===== src/hw/rtl/eidu_pkg.sv =====
`default_nettype none
// eidu_pkg: shared types and constants for the e-ink index diff update block.
// Used by eidu_lane, eidu_merge and eink_index_diff_update_top; no dependencies.

package eidu_pkg;

    // Coordinate width default, pixel layout of one 32-bit word
    localparam int COORD_BITS_DEF = 12;
    localparam int NUM_LANES      = 4;
    localparam int PIX_BITS       = 8;
    localparam int NIB_BITS       = 4;
    localparam int WORD_BITS      = NUM_LANES * PIX_BITS;

    // Configuration port
    localparam int APB_ADDR_W = 3;
    localparam int APB_DATA_W = 32;
    localparam logic REG_IDX_REVERSE = 1'b0;

    // Status codes reported on the last word of an area
    localparam logic [1:0] STATUS_NONE = 2'd0;
    localparam logic [1:0] STATUS_BW   = 2'd1;
    localparam logic [1:0] STATUS_GRAY = 2'd2;

    // Per-pixel findings handed from a lane to the merge stage
    typedef struct packed {
        logic changed;
        logic gray;
    } lane_flag_t;

endpackage

`default_nettype wire


===== src/hw/rtl/eidu_lane.sv =====
`default_nettype none
// eidu_lane: one pixel lane; builds the new index byte and flags change and gray.
// Depends on eidu_pkg.

module eidu_lane (
    input  wire logic [eidu_pkg::PIX_BITS-1:0] fb_pix,
    input  wire logic [eidu_pkg::PIX_BITS-1:0] idx_pix,
    output logic [eidu_pkg::PIX_BITS-1:0]      new_idx_pix,
    output eidu_pkg::lane_flag_t               flags
);
    import eidu_pkg::*;

    logic [NIB_BITS-1:0] cur_nib;
    logic [NIB_BITS-1:0] prev_nib;

    always_comb begin
        cur_nib       = fb_pix[PIX_BITS-1:NIB_BITS];
        prev_nib      = idx_pix[NIB_BITS-1:0];
        new_idx_pix   = {prev_nib, cur_nib};
        flags.changed = (cur_nib != prev_nib);
        // gray: any level other than full black or full white
        flags.gray    = (cur_nib != '0) && (cur_nib != '1);
    end

endmodule

`default_nettype wire


===== src/hw/rtl/eidu_merge.sv =====
`default_nettype none
// eidu_merge: combines lane flags, tracks change/gray and the changed and whole-area boxes,
// and forms status and box for the last word. Depends on eidu_pkg.

module eidu_merge #(
    parameter int COORD_BITS = eidu_pkg::COORD_BITS_DEF
) (
    input  wire logic                                          aclk,
    input  wire logic                                          aresetn,
    input  wire logic                                          accept,
    input  wire eidu_pkg::lane_flag_t [eidu_pkg::NUM_LANES-1:0] lane_flags,
    input  wire logic [COORD_BITS-1:0]                         pix_x,
    input  wire logic [COORD_BITS-1:0]                         pix_y,
    input  wire logic                                          full_update,
    input  wire logic                                          last_word,
    output logic [1:0]                                         status,
    output logic [COORD_BITS-1:0]                              box_left,
    output logic [COORD_BITS-1:0]                              box_top,
    output logic [COORD_BITS-1:0]                              box_right,
    output logic [COORD_BITS-1:0]                              box_bottom
);
    import eidu_pkg::*;

    localparam logic [COORD_BITS-1:0] ALIGN_LOW = COORD_BITS'(3);
    localparam logic [COORD_BITS:0]   SPAN_WIDE = (COORD_BITS + 1)'(3);

    logic                  change_seen_reg, change_seen_next;
    logic                  gray_seen_reg, gray_seen_next;
    logic [COORD_BITS-1:0] min_cx_reg, min_cx_next;
    logic [COORD_BITS-1:0] max_cx_reg, max_cx_next;
    logic [COORD_BITS-1:0] min_cy_reg, min_cy_next;
    logic [COORD_BITS-1:0] max_cy_reg, max_cy_next;
    logic [COORD_BITS-1:0] min_ax_reg, min_ax_next;
    logic [COORD_BITS-1:0] max_ax_reg, max_ax_next;
    logic [COORD_BITS-1:0] min_ay_reg, min_ay_next;
    logic [COORD_BITS-1:0] max_ay_reg, max_ay_next;

    logic                  any_change;
    logic                  any_gray;
    logic [COORD_BITS:0]   right_wide;

    always_comb begin
        any_change = 1'b0;
        any_gray   = 1'b0;
        for (int i = 0; i < NUM_LANES; i++) begin
            any_change = any_change | lane_flags[i].changed;
            any_gray   = any_gray | lane_flags[i].gray;
        end

        // state including the current word
        change_seen_next = change_seen_reg | any_change;
        gray_seen_next   = gray_seen_reg | any_gray;
        min_cx_next = (any_change && (pix_x < min_cx_reg)) ? pix_x : min_cx_reg;
        max_cx_next = (any_change && (pix_x > max_cx_reg)) ? pix_x : max_cx_reg;
        min_cy_next = (any_change && (pix_y < min_cy_reg)) ? pix_y : min_cy_reg;
        max_cy_next = (any_change && (pix_y > max_cy_reg)) ? pix_y : max_cy_reg;
        min_ax_next = (pix_x < min_ax_reg) ? pix_x : min_ax_reg;
        max_ax_next = (pix_x > max_ax_reg) ? pix_x : max_ax_reg;
        min_ay_next = (pix_y < min_ay_reg) ? pix_y : min_ay_reg;
        max_ay_next = (pix_y > max_ay_reg) ? pix_y : max_ay_reg;

        right_wide = ({1'b0, max_cx_next} + SPAN_WIDE) | SPAN_WIDE;

        status     = STATUS_NONE;
        box_left   = '0;
        box_top    = '0;
        box_right  = '0;
        box_bottom = '0;
        if (last_word) begin
            if (full_update) begin
                status     = gray_seen_next ? STATUS_GRAY : STATUS_BW;
                box_left   = min_ax_next;
                box_top    = min_ay_next;
                box_right  = max_ax_next | ALIGN_LOW;
                box_bottom = max_ay_next;
            end else if (change_seen_next) begin
                status     = gray_seen_next ? STATUS_GRAY : STATUS_BW;
                box_left   = min_cx_next & ~ALIGN_LOW;
                box_top    = min_cy_next & ~ALIGN_LOW;
                // saturate when the aligned right edge leaves the coordinate range
                box_right  = right_wide[COORD_BITS] ? '1 : right_wide[COORD_BITS-1:0];
                box_bottom = max_cy_next | ALIGN_LOW;
            end
        end
    end

    always_ff @(posedge aclk) begin
        if (!aresetn || (accept && last_word)) begin
            change_seen_reg <= 1'b0;
            gray_seen_reg   <= 1'b0;
            min_cx_reg      <= '1;
            max_cx_reg      <= '0;
            min_cy_reg      <= '1;
            max_cy_reg      <= '0;
            min_ax_reg      <= '1;
            max_ax_reg      <= '0;
            min_ay_reg      <= '1;
            max_ay_reg      <= '0;
        end else if (accept) begin
            change_seen_reg <= change_seen_next;
            gray_seen_reg   <= gray_seen_next;
            min_cx_reg      <= min_cx_next;
            max_cx_reg      <= max_cx_next;
            min_cy_reg      <= min_cy_next;
            max_cy_reg      <= max_cy_next;
            min_ax_reg      <= min_ax_next;
            max_ax_reg      <= max_ax_next;
            min_ay_reg      <= min_ay_next;
            max_ay_reg      <= max_ay_next;
        end
    end

endmodule

`default_nettype wire


===== src/hw/rtl/eink_index_diff_update_top.sv =====
`default_nettype none
// eink_index_diff_update_top: stream top level with APB register, four pixel lanes,
// merge/box tracker and a two-entry output buffer. Depends on eidu_pkg, eidu_lane, eidu_merge.

// Takes one framebuffer/index word pair per transaction and returns one result
// transaction per input. Each word carries four pixels that are handled by four
// lanes side by side; a merge stage folds their change and gray flags into the
// area state and the changed-box tracker. A word is taken every clock cycle
// while the skid entry is empty: the result is registered, and a register
// plus a skid entry on the output keep the input side open for one more
// word while a result waits on m_tready. The input stays closed while the
// skid entry holds a result, until it advances into the result register.
// Throughput is one word per cycle when the output does not stall, set by the
// single stage of lane logic, min/max compare and box forming. On the
// transaction with s_tlast set the result carries m_tlast, the status and the
// box, and the area state is cleared for the next area.
// Register 0 (byte address 0, bit 0): reverse_bytes, byte-reverse each
// framebuffer word for an upside-down panel. Write it only while the block is idle.

module eink_index_diff_update_top #(
    parameter int COORD_BITS = eidu_pkg::COORD_BITS_DEF,
    parameter int S_DATA_W   = ((2 * eidu_pkg::WORD_BITS + 2 * COORD_BITS + 7) / 8) * 8,
    parameter int M_DATA_W   = ((eidu_pkg::WORD_BITS + 2 + 4 * COORD_BITS + 7) / 8) * 8
) (
    input  wire logic                            aclk,
    input  wire logic                            aresetn,
    // APB configuration port
    input  wire logic                            psel,
    input  wire logic                            penable,
    input  wire logic                            pwrite,
    input  wire logic [eidu_pkg::APB_ADDR_W-1:0] paddr,
    input  wire logic [eidu_pkg::APB_DATA_W-1:0] pwdata,
    output logic [eidu_pkg::APB_DATA_W-1:0]      prdata,
    output logic                                 pready,
    // input stream
    input  wire logic                            s_tvalid,
    output logic                                 s_tready,
    // s_tdata, low bit up: fb_word, idx_word, pix_x, pix_y, zero fill
    input  wire logic [S_DATA_W-1:0]             s_tdata,
    // s_tuser: full_update
    input  wire logic [0:0]                      s_tuser,
    input  wire logic                            s_tlast,
    // result stream
    output logic                                 m_tvalid,
    input  wire logic                            m_tready,
    // m_tdata, low bit up: new_idx_word, status, box_left, box_top, box_right,
    // box_bottom, zero fill
    output logic [M_DATA_W-1:0]                  m_tdata,
    output logic                                 m_tlast
);
    import eidu_pkg::*;

    localparam int X_LO   = 2 * WORD_BITS;
    localparam int Y_LO   = X_LO + COORD_BITS;
    localparam int RES_W  = WORD_BITS + 2 + 4 * COORD_BITS;

    // configuration
    logic reverse_bytes_reg;

    // input fields
    logic [WORD_BITS-1:0]  fb_word;
    logic [WORD_BITS-1:0]  fb_used;
    logic [WORD_BITS-1:0]  idx_word;
    logic [COORD_BITS-1:0] pix_x;
    logic [COORD_BITS-1:0] pix_y;
    logic                  in_accept;

    // lane and merge results
    logic [WORD_BITS-1:0]                new_idx_word;
    lane_flag_t [NUM_LANES-1:0]          lane_flags;
    logic [1:0]                          status;
    logic [COORD_BITS-1:0]               box_left, box_top, box_right, box_bottom;
    logic [RES_W-1:0]                    res_pack;
    logic [M_DATA_W-1:0]                 res_data;

    // output buffer: result register plus skid entry
    logic                out_valid_reg, out_valid_next;
    logic [M_DATA_W-1:0] out_data_reg, out_data_next;
    logic                out_last_reg, out_last_next;
    logic                skid_valid_reg, skid_valid_next;
    logic [M_DATA_W-1:0] skid_data_reg, skid_data_next;
    logic                skid_last_reg, skid_last_next;

    // ---------------------------------------------------------------
    // APB register: write on the access phase, read back bit 0
    // ---------------------------------------------------------------
    assign pready = 1'b1;

    always_ff @(posedge aclk) begin
        if (!aresetn) begin
            reverse_bytes_reg <= 1'b0;
        end else if (psel && penable && pwrite && pready
                     && (paddr[APB_ADDR_W-1] == REG_IDX_REVERSE)) begin
            reverse_bytes_reg <= pwdata[0];
        end
    end

    always_comb begin
        prdata = '0;
        if (paddr[APB_ADDR_W-1] == REG_IDX_REVERSE) begin
            prdata[0] = reverse_bytes_reg;
        end
    end

    // ---------------------------------------------------------------
    // Unpack the input transaction, byte-reverse when configured
    // ---------------------------------------------------------------
    assign fb_word   = s_tdata[WORD_BITS-1:0];
    assign idx_word  = s_tdata[2*WORD_BITS-1:WORD_BITS];
    assign pix_x     = s_tdata[X_LO+COORD_BITS-1:X_LO];
    assign pix_y     = s_tdata[Y_LO+COORD_BITS-1:Y_LO];
    assign in_accept = s_tvalid && s_tready;

    always_comb begin
        for (int i = 0; i < NUM_LANES; i++) begin
            fb_used[i*PIX_BITS +: PIX_BITS] = reverse_bytes_reg
                ? fb_word[(NUM_LANES-1-i)*PIX_BITS +: PIX_BITS]
                : fb_word[i*PIX_BITS +: PIX_BITS];
        end
    end

    // ---------------------------------------------------------------
    // Pixel lanes, one per byte
    // ---------------------------------------------------------------
    for (genvar g = 0; g < NUM_LANES; g++) begin : g_lane
        eidu_lane u_lane (
            .fb_pix      (fb_used[g*PIX_BITS +: PIX_BITS]),
            .idx_pix     (idx_word[g*PIX_BITS +: PIX_BITS]),
            .new_idx_pix (new_idx_word[g*PIX_BITS +: PIX_BITS]),
            .flags       (lane_flags[g])
        );
    end

    // ---------------------------------------------------------------
    // Merge lanes, track the area, form status and box
    // ---------------------------------------------------------------
    eidu_merge #(
        .COORD_BITS (COORD_BITS)
    ) u_merge (
        .aclk        (aclk),
        .aresetn     (aresetn),
        .accept      (in_accept),
        .lane_flags  (lane_flags),
        .pix_x       (pix_x),
        .pix_y       (pix_y),
        .full_update (s_tuser[0]),
        .last_word   (s_tlast),
        .status      (status),
        .box_left    (box_left),
        .box_top     (box_top),
        .box_right   (box_right),
        .box_bottom  (box_bottom)
    );

    assign res_pack = {box_bottom, box_right, box_top, box_left, status, new_idx_word};
    assign res_data = M_DATA_W'(res_pack);

    // ---------------------------------------------------------------
    // Output buffer: hold a stalled result, park the next one in the skid
    // entry, refill the result register from the skid entry first
    // ---------------------------------------------------------------
    assign s_tready = !skid_valid_reg;

    always_comb begin
        out_valid_next  = out_valid_reg;
        out_data_next   = out_data_reg;
        out_last_next   = out_last_reg;
        skid_valid_next = skid_valid_reg;
        skid_data_next  = skid_data_reg;
        skid_last_next  = skid_last_reg;

        if (!out_valid_reg || m_tready) begin
            if (skid_valid_reg) begin
                // advance the parked result; input is closed this cycle
                out_valid_next  = 1'b1;
                out_data_next   = skid_data_reg;
                out_last_next   = skid_last_reg;
                skid_valid_next = 1'b0;
            end else begin
                out_valid_next = in_accept;
                out_data_next  = res_data;
                out_last_next  = s_tlast;
            end
        end else if (in_accept) begin
            // result register is stalled: park the new result
            skid_valid_next = 1'b1;
            skid_data_next  = res_data;
            skid_last_next  = s_tlast;
        end
    end

    always_ff @(posedge aclk) begin
        if (!aresetn) begin
            out_valid_reg  <= 1'b0;
            skid_valid_reg <= 1'b0;
        end else begin
            out_valid_reg  <= out_valid_next;
            skid_valid_reg <= skid_valid_next;
        end
    end

    always_ff @(posedge aclk) begin
        out_data_reg  <= out_data_next;
        out_last_reg  <= out_last_next;
        skid_data_reg <= skid_data_next;
        skid_last_reg <= skid_last_next;
    end

    assign m_tvalid = out_valid_reg;
    assign m_tdata  = out_data_reg;
    assign m_tlast  = out_last_reg;

endmodule

`default_nettype wire

===== config.mk =====
export PLATFORM = sky130hd
export DESIGN_NAME = eink_index_diff_update_top
export DESIGN_NICKNAME = d
export VERILOG_FILES = /design/src/hw/rtl/eidu_pkg.sv /design/src/hw/rtl/eidu_lane.sv /design/src/hw/rtl/eidu_merge.sv /design/src/hw/rtl/eink_index_diff_update_top.sv
export SDC_FILE = /design/constraint.sdc
export NUM_CORES = 1
export LEC_CHECK = 0
export ABC_CLOCK_PERIOD_IN_PS = 9000
export BUFFER_PORTS_ARGS = -buffer_cell sky130_fd_sc_hd__clkbuf_2
export CORE_ASPECT_RATIO = 0.6
export CORE_MARGIN = 2
export CORE_UTILIZATION = 35
export CTS_CLUSTER_DIAMETER = 100
export DETAILED_ROUTE_END_ITERATION = 7
export SLEW_MARGIN = 20
export SYNTH_ARGS = -nofsm -noshare
export SYNTH_HDL_FRONTEND = slang
export SYNTH_SLANG_ARGS = --single-unit

===== constraint.sdc =====
create_clock -name aclk -period 9 [get_ports aclk]
set_input_delay 0.45 -clock aclk [delete_from_list [all_inputs] [get_ports aclk]]
set_output_delay 0.45 -clock aclk [all_outputs]
set_load 0.03 [all_outputs]

==> parameters.txt <==
Parameter                              Value

Run status
  Result of the run ... complete, no violations

Placed design
  DP Area ... 0.0155 mm^2
  HPWL after detailed placement ... 26100 um
  Number of placed instances with taps included ... 1975
  IO buf count ... 152
  Routability Congestion ... 0.802

Critical path
  Endpoint class of the critical path ... flop
  Kind of start point of the critical path ... flop
  Kind of critical path ... flop to flop
  Worst Path Max Fanout ... 39
  Endpoint required time on the critical path ... 9290 ps
  Signal arrival time at the worst endpoint ... 4350 ps

Power and ir drop
  Peak VDD IR ... 0.128 mV
  Leakage power figure ... 7.08 nW
  Power density over cell area ... 192 mW/mm^2

Layout
  Most used cells in the layout excluding fill and tap cells ... sky130_fd_sc_hd__edfxtp_1, sky130_fd_sc_hd__clkbuf_2, sky130_fd_sc_hd__nand2_1
  Filler cell count ... 3958
  Most common library cell in the layout ignoring fill and taps ... sky130_fd_sc_hd__edfxtp_1
  Final standard cell utilization of the core ... 40.3%
  Area growth syn-to-layout ... 13.0%
  Net count, final ... 1696
  Sequential standard cell area ... 0.00695 mm^2
  Area of the multi-input gates ... 0.00670 mm^2
  Final std cells w/o fill ... 2024
  Share of cells above drive strength 1 ... 20.1%
  Final Instance Area ... 0.0164 mm^2

Logic synthesis
  Gate count of the mapped netlist ... 1369
  Fraction of synthesized cell area taken by the top area cell type ... 33.9%
  Post-synth top area cell ... sky130_fd_sc_hd__edfxtp_1
  Sequential fraction of the synthesis area ... 47.9%
  Largest cells by area after synthesis ... sky130_fd_sc_hd__edfxtp_1, sky130_fd_sc_hd__dfxtp_1, sky130_fd_sc_hd__ha_1
  Synthesized area per cell ... 10.6 um^2
  Post-synthesis async set-or-reset flop share ... 0%
  Number of different library cells in the post-synthesis netlist ... 77
  Number of enable-type register cells in the synthesized netlist ... 164
  Synthesized cell area ... 0.0145 mm^2
  Dominant register cell in the synthesized netlist ... sky130_fd_sc_hd__edfxtp_1
  Synth warnings ... 0
  Number of synthesized register bits ... 265

Die
  Starting utilization of the core area ... 35.7%
  Width of the die ... 267 um
  Num rows ... 57
  I/O pins ... 256
  Height of the chip ... 162 um
  Core area ... 0.0407 mm^2
  Total die area ... 0.0432 mm^2

Global route
  Largest net degree at the start of global routing ... 65
  Final global-route overflow total ... 0
  Wire length of the first global-routing pass ... 58900 um
  Antenna violations before repair ... 1
  Number of global-route vias before repair ... 10000
  Overall track demand over capacity in global routing ... 17.4%

Clock network
  TritonCTS Buffers ... 26
  Post-CTS Setup Bufs ... 0
  CTS tree ... built
  Buffer levels on the longest clock path ... 3
  Number of instances resized during post-cts repair ... 0
  Root Buffer ... sky130_fd_sc_hd__clkbuf_16
  Post-CTS clock slew at the launch and capture registers of the worst setup and hold paths ... 60 ps
  # clock sinks ... 265
  Number of hold-repair buffers added at the cts stage ... 0
  Latest clock arrival within the worst-skew pair ... 560 ps
  Number of H-tree branching levels ... 1

Timing
  Transition time at the pin with the least slew margin ... 1130 ps
  Max-slew headroom ... 24.7%
  F_max ... 0.246 GHz
  Setup repair after global routing missed its margin ... false
  Crit path time final ... 4070 ps
  Final count of hold timing violations ... 0
  Largest clock skew in the final design ... 22.7 ps
  Setup_tns ... 0 ps
  Final period util ... 45.2%
  Final slew viol count ... 0
  Worst slack on hold paths ... 131 ps
  Setup-violating endpoint count in the final report ... 0

Route
  Residual DRC count ... 0
  Detailed Routing Iterations Pass 1 ... 5
  Number of routed nets with antenna violations ... 0
  Total wire length after detailed routing ... 38500 um
  Number of violations reported at the end of detailed-routing iteration 0 ... 918
  Routed wirelength normalized by instance count ... 19.0 um
  Via density ... 5.24
  Number of vias after detailed routing ... 10600

Min path
  Path category of the worst min-delay check ... input port to flop

Flow run
  Max_cap viols ... 0
path summary, 6_finish.rpt:
kind                                         endpoint  slack [ps]  cells past startpoint                  start
worst max-delay path                      m_tdata[66]        4930                      8      reverse_bytes_reg
worst min-delay path                skid_data_reg[23]         130                      1            s_tdata[51]
worst max register to register            m_tdata[66]        4930                      8      reverse_bytes_reg
worst min register to register  u_merge.max_ay_reg[1]         480                      2  u_merge.max_ay_reg[1]
report_power, final:
| group | leakage (nW) | internal, mW | switching, mW |
|---|---|---|---|
| clock network | 0.421 | 0.653 | 0.478 |
| logic | 4.20 | 0.199 | 0.397 |
| registers | 2.46 | 1.38 | 0.0347 |
| total | 7.08 | 2.23 | 0.910 |
metal layers:
metal	vias to the layer above	track usage [%]	wire length, um
met5	-	0	0
met4	0	3.12	477
met3	35	2.64	2550
met2	321	25.7	16400
met1	5119	27.0	19100
li1	5136	-	-
critical path: stages, from the launching register on:
cell	delay [ps]
sky130_fd_sc_hd__dfxtp_1	1010
sky130_fd_sc_hd__mux2_2	470
sky130_fd_sc_hd__xor2_1	170
sky130_fd_sc_hd__nor4_2	360
sky130_fd_sc_hd__nand3_2	300
sky130_fd_sc_hd__nor3_4	230
sky130_fd_sc_hd__or3_4	540
sky130_fd_sc_hd__o22ai_1	340
sky130_fd_sc_hd__mux2_2	380
metrics by stage:
| step | total power [mW] | worst slack [ps] |
|---|---|---|
| 2_1_floorplan | 1.87 | 2340 |
| 3_3_place_gp | 2.02 | 4740 |
| 3_5_place_dp | 2.03 | 4840 |
| 4_1_cts | 3.17 | 4830 |
| 5_1_grt | 3.28 | 4710 |
| 6_report | 3.14 | 4930 |
final cells by class:
class                      count  share of cell area, %
sequential                   265                   42.4
multi-input combinational    916                   40.8
timing repair buffer         165                   5.23
clock buffer                  38                   4.49
tap                          531                   4.05
inverter                      98                   2.24
clock inverter                10                  0.770
antenna                        1                 0.0153
cell families after synthesis:
family,after synthesis,synth area share [%]
simple gates,322,10.9
buf+inv,224,7.29
mux,159,11.7
xor+xnor,14,0.897
flops,265,47.9
compound gates,291,13.3
fa+ha+maj,92,7.93
other cells,2,0.0517
synth_stat cells (8+ instances only):
cell and count:
sky130_fd_sc_hd__a21o_1 18, sky130_fd_sc_hd__a21oi_1 78, sky130_fd_sc_hd__a2bb2oi_1 10, sky130_fd_sc_hd__buf_2 12, sky130_fd_sc_hd__buf_4 42, sky130_fd_sc_hd__clkbuf_1 62
sky130_fd_sc_hd__dfxtp_1 101, sky130_fd_sc_hd__edfxtp_1 164, sky130_fd_sc_hd__ha_1 92, sky130_fd_sc_hd__inv_1 96, sky130_fd_sc_hd__mux2_2 64, sky130_fd_sc_hd__mux2i_1 90
sky130_fd_sc_hd__nand2_1 121, sky130_fd_sc_hd__nand3_1 35, sky130_fd_sc_hd__nand4_1 17, sky130_fd_sc_hd__nor2_1 78, sky130_fd_sc_hd__nor2b_1 8, sky130_fd_sc_hd__nor4bb_1 8
sky130_fd_sc_hd__o211ai_1 38, sky130_fd_sc_hd__o21a_1 10, sky130_fd_sc_hd__o21ai_0 34, sky130_fd_sc_hd__o221ai_1 15, sky130_fd_sc_hd__o22ai_1 35, sky130_fd_sc_hd__xor2_1 12
Power figures use the tool's default switching activity.
